[config.mk]
export PLATFORM = sky130hd
export DESIGN_NAME = block_bitmap_allocator
export DESIGN_NICKNAME = d
export VERILOG_FILES = /design/src/hw/rtl/bba_pkg.sv /design/src/hw/rtl/bba_ram.sv /design/src/hw/rtl/bba_seq.sv /design/src/hw/rtl/bba_datapath.sv /design/src/hw/rtl/block_bitmap_allocator.sv
export SDC_FILE = /design/constraint.sdc
export NUM_CORES = 2
export LEC_CHECK = 0
export BUFFER_PORTS_ARGS = -buffer_cell sky130_fd_sc_hd__buf_2
export CAP_MARGIN = 20
export CORE_MARGIN = 1.5
export CORE_UTILIZATION = 55
export DETAILED_ROUTE_END_ITERATION = 6
export HOLD_SLACK_MARGIN = 0.15
export MAX_ROUTING_LAYER = met4
export PLACE_DENSITY = 0.71
export SYNTH_ARGS = -nofsm -noshare
export SYNTH_HDL_FRONTEND = slang
export SYNTH_SLANG_ARGS = --single-unit
[constraint.sdc]
create_clock -name clk_i -period 9.7 [get_ports clk_i]
set_clock_uncertainty 0.2 [all_clocks]
set_input_delay 1.455 -clock clk_i [delete_from_list [all_inputs] [get_ports clk_i]]
set_output_delay 1.455 -clock clk_i [all_outputs]
set_load 0.1 [all_outputs]
[src/hw/rtl/bba_pkg.sv]
package bba_pkg;

  localparam int unsigned MAX_BLOCKS_DEF    = 4096;
  localparam int unsigned MAP_WORD_BITS_DEF = 32;

  localparam int unsigned TOTAL_W  = 13;
  localparam int unsigned IDX_W    = 12;
  localparam int unsigned CMD_W    = 2;
  localparam int unsigned STATUS_W = 2;
  localparam int unsigned COUNT_W  = 13;

  localparam logic [TOTAL_W-1:0] TOTAL_RESET = 13'd2880;
  localparam int unsigned        FIRST_ALLOC = 2;

  typedef enum logic [CMD_W-1:0] {
    CMD_ALLOC  = 2'd0,
    CMD_FREE   = 2'd1,
    CMD_FORMAT = 2'd2,
    CMD_NOP    = 2'd3
  } cmd_e;

  typedef enum logic [STATUS_W-1:0] {
    ST_DONE    = 2'd0,
    ST_NO_FREE = 2'd1,
    ST_RANGE   = 2'd2
  } status_e;

  typedef enum logic [3:0] {
    COND_NEVER,
    COND_ALWAYS,
    COND_NO_REQ,
    COND_IS_ALLOC,
    COND_IS_FREE,
    COND_IS_FORMAT,
    COND_IDX_BAD,
    COND_SCAN_MORE,
    COND_NO_HIT,
    COND_CLR_MORE,
    COND_OUT_BUSY
  } cond_e;

  typedef enum logic [1:0] {
    ADDR_HOLD,
    ADDR_ZERO,
    ADDR_INC,
    ADDR_IDX
  } addr_op_e;

  typedef enum logic [1:0] {
    WR_CLEAR,
    WR_HIT,
    WR_FREE
  } wsrc_e;

  typedef enum logic [1:0] {
    CNT_HOLD,
    CNT_DEC,
    CNT_INC,
    CNT_FMT
  } cnt_op_e;

  typedef enum logic [2:0] {
    RES_HOLD,
    RES_CLEAR,
    RES_NO_FREE,
    RES_RANGE,
    RES_GRANT
  } res_op_e;

  localparam int unsigned PC_W = 5;

  localparam logic [PC_W-1:0] STEP_FMT      = 5'd0;
  localparam logic [PC_W-1:0] STEP_CLR      = 5'd1;
  localparam logic [PC_W-1:0] STEP_EMIT     = 5'd2;
  localparam logic [PC_W-1:0] STEP_IDLE     = 5'd3;
  localparam logic [PC_W-1:0] STEP_DISP     = 5'd4;
  localparam logic [PC_W-1:0] STEP_DISP_FR  = 5'd5;
  localparam logic [PC_W-1:0] STEP_DISP_FMT = 5'd6;
  localparam logic [PC_W-1:0] STEP_NOP      = 5'd7;
  localparam logic [PC_W-1:0] STEP_A_START  = 5'd8;
  localparam logic [PC_W-1:0] STEP_A_PRIME  = 5'd9;
  localparam logic [PC_W-1:0] STEP_A_SCAN   = 5'd10;
  localparam logic [PC_W-1:0] STEP_A_CHECK  = 5'd11;
  localparam logic [PC_W-1:0] STEP_A_SET    = 5'd12;
  localparam logic [PC_W-1:0] STEP_F_START  = 5'd13;
  localparam logic [PC_W-1:0] STEP_F_READ   = 5'd14;
  localparam logic [PC_W-1:0] STEP_F_WRITE  = 5'd15;
  localparam logic [PC_W-1:0] STEP_F_BAD    = 5'd16;

  typedef struct packed {
    cond_e            cond;
    logic [PC_W-1:0]  target;
    logic             ready;
    addr_op_e         addr_op;
    logic             wr_en;
    wsrc_e            wsrc;
    cnt_op_e          cnt_op;
    res_op_e          res_op;
    logic             scan;
    logic             emit;
  } ctrl_t;

  typedef struct packed {
    logic req;
    cmd_e cmd;
    logic idx_bad;
    logic scan_more;
    logic hit;
    logic clr_more;
    logic out_busy;
  } flags_t;

  function automatic ctrl_t ucode(logic [PC_W-1:0] pc);
    ctrl_t c;
    c = '0;
    c.cond    = COND_NEVER;
    c.target  = STEP_IDLE;
    c.addr_op = ADDR_HOLD;
    c.wsrc    = WR_CLEAR;
    c.cnt_op  = CNT_HOLD;
    c.res_op  = RES_HOLD;
    case (pc)
      STEP_FMT: begin
        c.addr_op = ADDR_ZERO;
        c.cnt_op  = CNT_FMT;
        c.res_op  = RES_CLEAR;
      end
      STEP_CLR: begin
        c.wr_en   = 1'b1;
        c.wsrc    = WR_CLEAR;
        c.addr_op = ADDR_INC;
        c.cond    = COND_CLR_MORE;
        c.target  = STEP_CLR;
      end
      STEP_EMIT: begin
        c.emit   = 1'b1;
        c.cond   = COND_OUT_BUSY;
        c.target = STEP_EMIT;
      end
      STEP_IDLE: begin
        c.ready  = 1'b1;
        c.cond   = COND_NO_REQ;
        c.target = STEP_IDLE;
      end
      STEP_DISP: begin
        c.res_op = RES_CLEAR;
        c.cond   = COND_IS_ALLOC;
        c.target = STEP_A_START;
      end
      STEP_DISP_FR: begin
        c.cond   = COND_IS_FREE;
        c.target = STEP_F_START;
      end
      STEP_DISP_FMT: begin
        c.cond   = COND_IS_FORMAT;
        c.target = STEP_FMT;
      end
      STEP_NOP: begin
        c.cond   = COND_ALWAYS;
        c.target = STEP_EMIT;
      end
      STEP_A_START: begin
        c.addr_op = ADDR_ZERO;
        c.res_op  = RES_NO_FREE;
      end
      STEP_A_PRIME: begin
        c.addr_op = ADDR_INC;
      end
      STEP_A_SCAN: begin
        c.addr_op = ADDR_INC;
        c.scan    = 1'b1;
        c.cond    = COND_SCAN_MORE;
        c.target  = STEP_A_SCAN;
      end
      STEP_A_CHECK: begin
        c.cond   = COND_NO_HIT;
        c.target = STEP_EMIT;
      end
      STEP_A_SET: begin
        c.wr_en  = 1'b1;
        c.wsrc   = WR_HIT;
        c.cnt_op = CNT_DEC;
        c.res_op = RES_GRANT;
        c.cond   = COND_ALWAYS;
        c.target = STEP_EMIT;
      end
      STEP_F_START: begin
        c.addr_op = ADDR_IDX;
        c.cond    = COND_IDX_BAD;
        c.target  = STEP_F_BAD;
      end
      STEP_F_READ: begin
        c.cond = COND_NEVER;
      end
      STEP_F_WRITE: begin
        c.wr_en  = 1'b1;
        c.wsrc   = WR_FREE;
        c.cnt_op = CNT_INC;
        c.cond   = COND_ALWAYS;
        c.target = STEP_EMIT;
      end
      STEP_F_BAD: begin
        c.res_op = RES_RANGE;
        c.cond   = COND_ALWAYS;
        c.target = STEP_EMIT;
      end
      default: begin
        c.cond   = COND_ALWAYS;
        c.target = STEP_IDLE;
      end
    endcase
    return c;
  endfunction

endpackage

[src/hw/rtl/bba_ram.sv]
module bba_ram #(
  parameter int unsigned WIDTH = 32,
  parameter int unsigned DEPTH = 128
) (
  input  logic                                   clk_i,
  input  logic                                   we_i,
  input  logic [(DEPTH > 1 ? $clog2(DEPTH) : 1)-1:0] waddr_i,
  input  logic [WIDTH-1:0]                       wdata_i,
  input  logic [(DEPTH > 1 ? $clog2(DEPTH) : 1)-1:0] raddr_i,
  output logic [WIDTH-1:0]                       rdata_o
);

  logic [WIDTH-1:0] mem_q [DEPTH];
  logic [WIDTH-1:0] rdata_q;

  always_ff @(posedge clk_i) begin
    if (we_i) begin
      mem_q[waddr_i] <= wdata_i;
    end
    rdata_q <= mem_q[raddr_i];
  end

  assign rdata_o = rdata_q;

endmodule

[src/hw/rtl/bba_seq.sv]
module bba_seq import bba_pkg::*; (
  input  logic   clk_i,
  input  logic   rst_ni,
  input  flags_t flags_i,
  output ctrl_t  ctrl_o
);

  logic [PC_W-1:0] pc_q;
  logic [PC_W-1:0] pc_d;
  ctrl_t           ctrl;
  logic            take;

  assign ctrl   = ucode(pc_q);
  assign ctrl_o = ctrl;

  always_comb begin
    case (ctrl.cond)
      COND_NEVER:     take = 1'b0;
      COND_ALWAYS:    take = 1'b1;
      COND_NO_REQ:    take = !flags_i.req;
      COND_IS_ALLOC:  take = (flags_i.cmd == CMD_ALLOC);
      COND_IS_FREE:   take = (flags_i.cmd == CMD_FREE);
      COND_IS_FORMAT: take = (flags_i.cmd == CMD_FORMAT);
      COND_IDX_BAD:   take = flags_i.idx_bad;
      COND_SCAN_MORE: take = flags_i.scan_more;
      COND_NO_HIT:    take = !flags_i.hit;
      COND_CLR_MORE:  take = flags_i.clr_more;
      COND_OUT_BUSY:  take = flags_i.out_busy;
      default:        take = 1'b0;
    endcase
    pc_d = take ? ctrl.target : pc_q + 1'b1;
  end

  always_ff @(posedge clk_i or negedge rst_ni) begin
    if (!rst_ni) begin
      pc_q <= STEP_FMT;
    end else begin
      pc_q <= pc_d;
    end
  end

endmodule

[src/hw/rtl/bba_datapath.sv]
module bba_datapath import bba_pkg::*; #(
  parameter int unsigned MAX_BLOCKS    = MAX_BLOCKS_DEF,
  parameter int unsigned MAP_WORD_BITS = MAP_WORD_BITS_DEF
) (
  input  logic                clk_i,
  input  logic                rst_ni,
  input  ctrl_t               ctrl_i,
  output flags_t              flags_o,
  input  logic [TOTAL_W-1:0]  blk_total_i,
  input  logic                in_valid_i,
  input  logic [CMD_W-1:0]    in_command_i,
  input  logic [IDX_W-1:0]    in_block_index_i,
  output logic                out_valid_o,
  input  logic                out_ready_i,
  output logic [STATUS_W-1:0] out_status_o,
  output logic [IDX_W-1:0]    out_granted_block_o,
  output logic [COUNT_W-1:0]  out_free_count_o
);

  localparam int unsigned W         = MAP_WORD_BITS;
  localparam int unsigned MAP_WORDS = (MAX_BLOCKS + W - 1) / W;
  localparam int unsigned AW        = MAP_WORDS > 1 ? $clog2(MAP_WORDS) : 1;
  localparam int unsigned BW        = $clog2(W);
  localparam int unsigned IW_MAP    = $clog2(MAP_WORDS * W + 1);
  localparam int unsigned IW        = IW_MAP > TOTAL_W ? IW_MAP : TOTAL_W;
  localparam logic [AW-1:0] LAST_WORD = AW'(MAP_WORDS - 1);
  localparam logic [W-1:0]  RESERVED_BITS = W'(3);

  logic [AW-1:0]      addr_q;
  logic [AW-1:0]      addr_d;
  logic [AW-1:0]      rd_addr_q;
  logic [AW-1:0]      waddr;
  logic [W-1:0]       wdata;
  logic [W-1:0]       rdata;
  cmd_e               cmd_q;
  logic [IW-1:0]      idx_q;
  logic               hit_q;
  logic [AW-1:0]      hit_word_q;
  logic [BW-1:0]      hit_bit_q;
  logic [W-1:0]       hit_data_q;
  logic [COUNT_W-1:0] count_q;
  status_e            status_q;
  logic [IDX_W-1:0]   grant_q;
  logic               init_q;
  logic               out_valid_q;
  status_e            out_status_q;
  logic [IDX_W-1:0]   out_grant_q;
  logic [COUNT_W-1:0] out_count_q;

  logic [IW-1:0]      tot_ext;
  logic [IW-1:0]      eff_tot;
  logic [TOTAL_W-1:0] tot;
  logic [IW-1:0]      base;
  logic [IW:0]        diff;
  logic               rem_neg;
  logic [W-1:0]       cand;
  logic               found;
  logic [BW-1:0]      found_bit;
  logic [IW-1:0]      grant_full;
  logic               out_busy;
  logic               accept;

  assign tot_ext = IW'(blk_total_i);
  assign eff_tot = (tot_ext > IW'(MAX_BLOCKS)) ? IW'(MAX_BLOCKS) : tot_ext;
  assign tot     = eff_tot[TOTAL_W-1:0];

  assign base    = IW'({rd_addr_q, {BW{1'b0}}});
  assign diff    = {1'b0, eff_tot} - {1'b0, base};
  assign rem_neg = diff[IW];

  always_comb begin
    for (int j = 0; j < W; j++) begin
      cand[j] = !rdata[j] && ((rd_addr_q != '0) || (j >= FIRST_ALLOC)) &&
                !rem_neg && (diff[IW-1:0] > IW'(j));
    end
    found     = 1'b0;
    found_bit = '0;
    for (int j = W - 1; j >= 0; j--) begin
      if (cand[j]) begin
        found     = 1'b1;
        found_bit = BW'(j);
      end
    end
  end

  assign grant_full = IW'({hit_word_q, hit_bit_q});
  assign out_busy   = out_valid_q && !out_ready_i && !init_q;
  assign accept     = ctrl_i.ready && in_valid_i;

  assign flags_o.req       = in_valid_i;
  assign flags_o.cmd       = cmd_q;
  assign flags_o.idx_bad   = !(idx_q < eff_tot);
  assign flags_o.scan_more = !found && !rem_neg && (diff[IW-1:0] > IW'(W)) &&
                             (rd_addr_q != LAST_WORD);
  assign flags_o.hit       = hit_q;
  assign flags_o.clr_more  = (addr_q != LAST_WORD);
  assign flags_o.out_busy  = out_busy;

  always_comb begin
    case (ctrl_i.addr_op)
      ADDR_HOLD: addr_d = addr_q;
      ADDR_ZERO: addr_d = '0;
      ADDR_INC:  addr_d = addr_q + 1'b1;
      ADDR_IDX:  addr_d = idx_q[BW +: AW];
      default:   addr_d = addr_q;
    endcase
  end

  always_comb begin
    waddr = addr_q;
    case (ctrl_i.wsrc)
      WR_CLEAR: wdata = (addr_q == '0) ? RESERVED_BITS : '0;
      WR_HIT: begin
        wdata = hit_data_q;
        waddr = hit_word_q;
      end
      WR_FREE:  wdata = rdata & ~(W'(1) << idx_q[BW-1:0]);
      default:  wdata = '0;
    endcase
  end

  bba_ram #(
    .WIDTH (W),
    .DEPTH (MAP_WORDS)
  ) u_map (
    .clk_i   (clk_i),
    .we_i    (ctrl_i.wr_en),
    .waddr_i (waddr),
    .wdata_i (wdata),
    .raddr_i (addr_q),
    .rdata_o (rdata)
  );

  always_ff @(posedge clk_i) begin
    rd_addr_q <= addr_q;
    if (accept) begin
      cmd_q <= cmd_e'(in_command_i);
      idx_q <= IW'(in_block_index_i);
    end
    if (ctrl_i.scan) begin
      hit_word_q <= rd_addr_q;
      hit_bit_q  <= found_bit;
      hit_data_q <= rdata | (W'(1) << found_bit);
    end
    case (ctrl_i.res_op)
      RES_HOLD: ;
      RES_CLEAR: begin
        status_q <= ST_DONE;
        grant_q  <= '0;
      end
      RES_NO_FREE: begin
        status_q <= ST_NO_FREE;
        grant_q  <= '0;
      end
      RES_RANGE: begin
        status_q <= ST_RANGE;
        grant_q  <= '0;
      end
      RES_GRANT: begin
        status_q <= ST_DONE;
        grant_q  <= grant_full[IDX_W-1:0];
      end
      default: ;
    endcase
    if (ctrl_i.emit && !out_busy && !init_q) begin
      out_status_q <= status_q;
      out_grant_q  <= grant_q;
      out_count_q  <= count_q;
    end
  end

  always_ff @(posedge clk_i or negedge rst_ni) begin
    if (!rst_ni) begin
      addr_q      <= '0;
      hit_q       <= 1'b0;
      count_q     <= TOTAL_RESET - COUNT_W'(FIRST_ALLOC);
      init_q      <= 1'b1;
      out_valid_q <= 1'b0;
    end else begin
      addr_q <= addr_d;
      if (ctrl_i.scan) begin
        hit_q <= found;
      end
      case (ctrl_i.cnt_op)
        CNT_HOLD: ;
        CNT_DEC: begin
          if (count_q != '0) begin
            count_q <= count_q - 1'b1;
          end
        end
        CNT_INC: begin
          if (count_q < tot) begin
            count_q <= count_q + 1'b1;
          end
        end
        CNT_FMT: begin
          count_q <= (tot >= TOTAL_W'(FIRST_ALLOC)) ? tot - TOTAL_W'(FIRST_ALLOC) : '0;
        end
        default: ;
      endcase
      if (ctrl_i.emit && !out_busy) begin
        if (init_q) begin
          init_q <= 1'b0;
        end else begin
          out_valid_q <= 1'b1;
        end
      end else if (out_ready_i) begin
        out_valid_q <= 1'b0;
      end
    end
  end

  assign out_valid_o         = out_valid_q;
  assign out_status_o        = out_status_q;
  assign out_granted_block_o = out_grant_q;
  assign out_free_count_o    = out_count_q;

endmodule

[src/hw/rtl/block_bitmap_allocator.sv]
// Channel   Direction  Handshake                     Payload
// s_axis    in         s_axis_tvalid/s_axis_tready   tuser command, tdata block_index
// m_axis    out        m_axis_tvalid/m_axis_tready   tuser status, tdata granted, count
// apb       in/out     psel, penable, pready         block total register at 0x0
//
// One request is worked on at a time by a microcoded step sequencer.
// Allocate scans the bitmap words in order (at most MAP_WORDS, 128 by default),
// one word per cycle through the map RAM read port.
// Format clears all MAP_WORDS words, one word written per cycle.
// After reset the map is cleared by a pass over all MAP_WORDS words with s_axis_tready low.
// A new request is taken while a result waits in the output register.
module block_bitmap_allocator import bba_pkg::*; #(
  parameter int unsigned MAX_BLOCKS    = MAX_BLOCKS_DEF,
  parameter int unsigned MAP_WORD_BITS = MAP_WORD_BITS_DEF
) (
  input  logic        clk_i,
  input  logic        rst_ni,
  input  logic        psel,
  input  logic        penable,
  input  logic        pwrite,
  input  logic [2:0]  paddr,
  input  logic [31:0] pwdata,
  output logic [31:0] prdata,
  output logic        pready,
  input  logic        s_axis_tvalid,
  output logic        s_axis_tready,
  input  logic [15:0] s_axis_tdata,   // [11:0] block_index
  input  logic [1:0]  s_axis_tuser,   // [1:0] command
  output logic        m_axis_tvalid,
  input  logic        m_axis_tready,
  output logic [31:0] m_axis_tdata,   // [11:0] granted_block, [24:12] free_count
  output logic [1:0]  m_axis_tuser    // [1:0] status
);

  localparam logic REG_BLK_TOTAL = 1'b0;

  logic [TOTAL_W-1:0] total_q;
  ctrl_t              ctrl;
  flags_t             flags;
  logic [IDX_W-1:0]   granted;
  logic [COUNT_W-1:0] free_count;
  logic [STATUS_W-1:0] status;

  assign pready = 1'b1;
  assign prdata = (paddr[2] == REG_BLK_TOTAL) ? 32'(total_q) : '0;

  always_ff @(posedge clk_i or negedge rst_ni) begin
    if (!rst_ni) begin
      total_q <= TOTAL_RESET;
    end else if (psel && penable && pwrite && pready && (paddr[2] == REG_BLK_TOTAL)) begin
      total_q <= pwdata[TOTAL_W-1:0];
    end
  end

  bba_seq u_seq (
    .clk_i   (clk_i),
    .rst_ni  (rst_ni),
    .flags_i (flags),
    .ctrl_o  (ctrl)
  );

  bba_datapath #(
    .MAX_BLOCKS    (MAX_BLOCKS),
    .MAP_WORD_BITS (MAP_WORD_BITS)
  ) u_dp (
    .clk_i               (clk_i),
    .rst_ni              (rst_ni),
    .ctrl_i              (ctrl),
    .flags_o             (flags),
    .blk_total_i         (total_q),
    .in_valid_i          (s_axis_tvalid),
    .in_command_i        (s_axis_tuser),
    .in_block_index_i    (s_axis_tdata[IDX_W-1:0]),
    .out_valid_o         (m_axis_tvalid),
    .out_ready_i         (m_axis_tready),
    .out_status_o        (status),
    .out_granted_block_o (granted),
    .out_free_count_o    (free_count)
  );

  assign s_axis_tready = ctrl.ready;
  assign m_axis_tuser  = status;
  assign m_axis_tdata  = {7'b0, free_count, granted};

endmodule
==> results.json <==
{
  "outcome": "complete, no violations",
  "syn_to_final_growth_pct": 12.3,
  "cts.sinks": 4275,
  "fmax_ghz": 0.150,
  "post-dp-hpwl_um": 228000,
  "tightest_slew_ns": 1.20,
  "via_per_inst": 6.78,
  "r2r_setup_slack_ns": 3.03,
  "cp.buffers_inverters": 3,
  "synth_edf_count": 4195,
  "antenna_found_initial": 34,
  "finalCritPeriodShare_pct": 68.8,
  "wl_per_cell_um": 36.1,
  "routed_wl_um": 423000,
  "initial_utilization_pct": 55.4,
  "synth_area_leaders": "edfxtp_1 76%, mux4_2 18%, clkbuf_1 0.55%, dfxtp_1 0.47%, nor2_1 0.45%",
  "avgSynthCellArea_um2": 23.6,
  "yosysSeqAreaShare_pct": 76.8,
  "num_vias": 79483,
  "cp_cell_sequence": "buf_4 -> inv_2 -> nand2_1 -> ha_1 -> fa_1 -> nand2b_1 -> a211oi_2 -> o21a_2 -> o2111a_2 -> nand4_1 -> o211ai_1 -> nand3b_1 -> nand3_1 -> a311o_1 -> a21oi_2 -> inv_2 -> and2_1 -> a31o_2",
  "worstSetupEndpointType": "register",
  "h-tree-depth": 5,
  "cts.path.max_buffers": 4,
  "coreArea_mm2": 0.300,
  "portBuffers": 76,
  "async_reset_ff_share_pct": 0.959,
  "cp_common_cell": "inv_2",
  "grt_util_all_layers_pct": 28.6,
  "hold_path_class": "register to register",
  "ys_ff_latch": 4275,
  "clockRootBuffer": "clkbuf_16",
  "slowest_delay_ns": 0.64,
  "postSynthCellCount": 7055,
  "critPathKind": "register to register",
  "place_inst": 10947,
  "synth.distinct_cells": 95,
  "crit_family": "compound AO/OA/AOI/OAI gates",
  "fillers": 19476,
  "synth_top_area_share_pct": 75.7,
  "post-route-min-period_ns": 6.67,
  "yosysMostFrequentCell": "edfxtp_1",
  "holdBufCountCts": 0,
  "required_ns": 10.18,
  "fin_setup_tns_ns": 0,
  "slew_headroom_pct": 19.7,
  "crit_slowest_cell": "nand4_1",
  "hold_viol": 0,
  "grt_pass1_wl_um": 595000,
  "cts_resized": 0,
  "final_antenna_net_count": 0,
  "cp.arrival_ns": 7.15,
  "layout-drive-gt1-share_pct": 32.8,
  "ir_drop_mv": 0.262,
  "grt_pass1_vias": 78977,
  "grt_max_degree": 127,
  "yosys.area.top_type": "edfxtp_1",
  "io_pins": 129,
  "ys.flop_type": "edfxtp_1",
  "p_per_area_mw_per_mm2": 279,
  "die-height_um": 553,
  "tritoncts": "done",
  "p_leak_nw": 55.6,
  "synth_area_mm2": 0.166,
  "fin_cells": 11722,
  "worstSkewPairLatency_ns": 0.94,
  "rows": 201,
  "drt_iter0_drc": 12174,
  "cap_violations": 0,
  "worstPathMaxFanout": 29,
  "cts_buffers": 411,
  "post_cts_buffers": 0,
  "die_area_mm2": 0.306,
  "drc_errors": 0,
  "fp.dieW_um": 553,
  "finalSetupViolations": 0,
  "overflow": 0,
  "yosys-top-cells-count": "4195 x edfxtp_1, 1344 x mux4_2, 243 x clkbuf_1",
  "place_congestion": 0.901,
  "drt-pass1-iter-count": 5,
  "rsz0062_at_grt": "false",
  "finalMaxSlewViolations": 0,
  "startpoint_type": "register",
  "layout.nets": 7526,
  "clkTransAtPathRegs_ns": 0.06,
  "yosys_warnings": 0
}
[cells by family after synthesis]
| logic type | count (synthesis) | share of synthesized area (%) |
|---|---|---|
| buf+inv | 452 | 1.10 |
| fa+ha+maj | 56 | 0.430 |
| flops | 4275 | 76.8 |
| mux | 1396 | 18.5 |
| simple gates | 505 | 1.41 |
| xor+xnor | 30 | 0.162 |
| other cells | 2 | 0.00451 |
| compound gates | 339 | 1.53 |
[layout by cell type, fill, tap and decap left out, types with 13 or more instances in the layout]
cell,n
diode_2,16
dfxtp_1,39
bufinv_16,39
buf_12,14
clkbuf_1,69
o21bai_1,15
a31oi_1,18
mux2_2,47
clkinv_2,95
buf_4,216
nor2_4,128
a32o_4,28
o21a_1,30
inv_1,52
o21ai_0,44
conb_1,27
nor2b_1,30
dfrtp_1,21
ha_1,54
a21o_1,15
nor2_1,70
xnor2_1,17
and2_1,23
a41oi_1,13
clkbuf_16,421
nand3b_1,13
buf_2,76
edfxtp_1,4195
clkinv_1,83
clkinvlp_4,21
mux4_2,1344
nand3_1,37
dfstp_2,13
o221ai_1,15
a21oi_1,55
nor3_1,23
nand2_1,109
[report_power, final]
group          internal (mW)  switching [mW]  total [mW]
logic                   5.91            8.69        14.6
clock network           8.99            6.77        15.8
registers               21.2           0.620        21.8
total                   36.1            16.1        52.2
[final timing paths]
check | cells after the start | end | start
max in group asynchronous | 2 | u_dp.count_q[11] | rst_ni
min in group asynchronous | 1 | total_q[10] | rst_ni
hold / removal | 0 | u_dp.out_status_o[0] | u_dp.status_q[0]
setup / recovery | 18 | u_dp.hit_data_q[15] | total_q[12]
setup reg to reg | 18 | u_dp.hit_data_q[15] | total_q[12]
hold reg to reg | 0 | u_dp.out_status_o[0] | u_dp.status_q[0]
[sequential cells by signal (all words and copies together) (netlist names), 2 cells and up]
| register | count |
|---|---|
| u_dp.out_granted_block_o | 12 |
| u_dp.status_q | 2 |
| u_dp.addr_q | 7 |
| u_dp.hit_data_q | 32 |
| u_dp.out_free_count_o | 13 |
| u_dp.hit_bit_q | 5 |
| u_dp.u_map.mem_q | 4096 |
| u_dp.rd_addr_q | 7 |
| u_dp.idx_q | 12 |
| u_dp.grant_q | 12 |
| u_dp.cmd_q | 2 |
| u_dp.out_status_o | 2 |
| u_dp.hit_word_q | 7 |
| u_seq.pc_q | 5 |
| u_dp.u_map.rdata_o | 32 |
| u_dp.count_q | 13 |
| total_q | 13 |
[layout make-up]
class | instances | area (um2) | area share, %
Sequential cell | 4275 | 128000 | 68.4
Multi-Input combinational cell | 2353 | 38200 | 20.4
Clock buffer | 492 | 10800 | 5.79
Tap cell | 3958 | 4950 | 2.65
Timing Repair Buffer | 312 | 2450 | 1.31
Clock inverter | 259 | 2400 | 1.29
Inverter | 57 | 214 | 0.114
Antenna cell | 16 | 40.0 | 0.0214
[routing by layer]
layer / global-route usage [%] / part of all wire, % / up-vias
met1: 39.9 / 37 / 42586
met2: 42.7 / 48 / 5199
met3: 6.56 / 12 / 644
met5: - / 0 / -
li1: - / - / 31054
met4: 8.48 / 3.1 / 0
[per-stage QoR]
stage	hold slack [ns]	total power, mW	util [%]	area, um2	setup slack, ns
global route	0.237	53.6	62.2	187000	2.77
finish	0.226	52.2	62.2	187000	3.03
global placement	0.206	36.4	57.8	173000	3.15
CTS	0.224	52.2	62.2	187000	3.09
floorplan	0.145	31.3	-	166000	2.91
detailed placement	0.209	36.6	57.8	173000	3.11
Note: power is estimated with default switching activity, not from simulation.
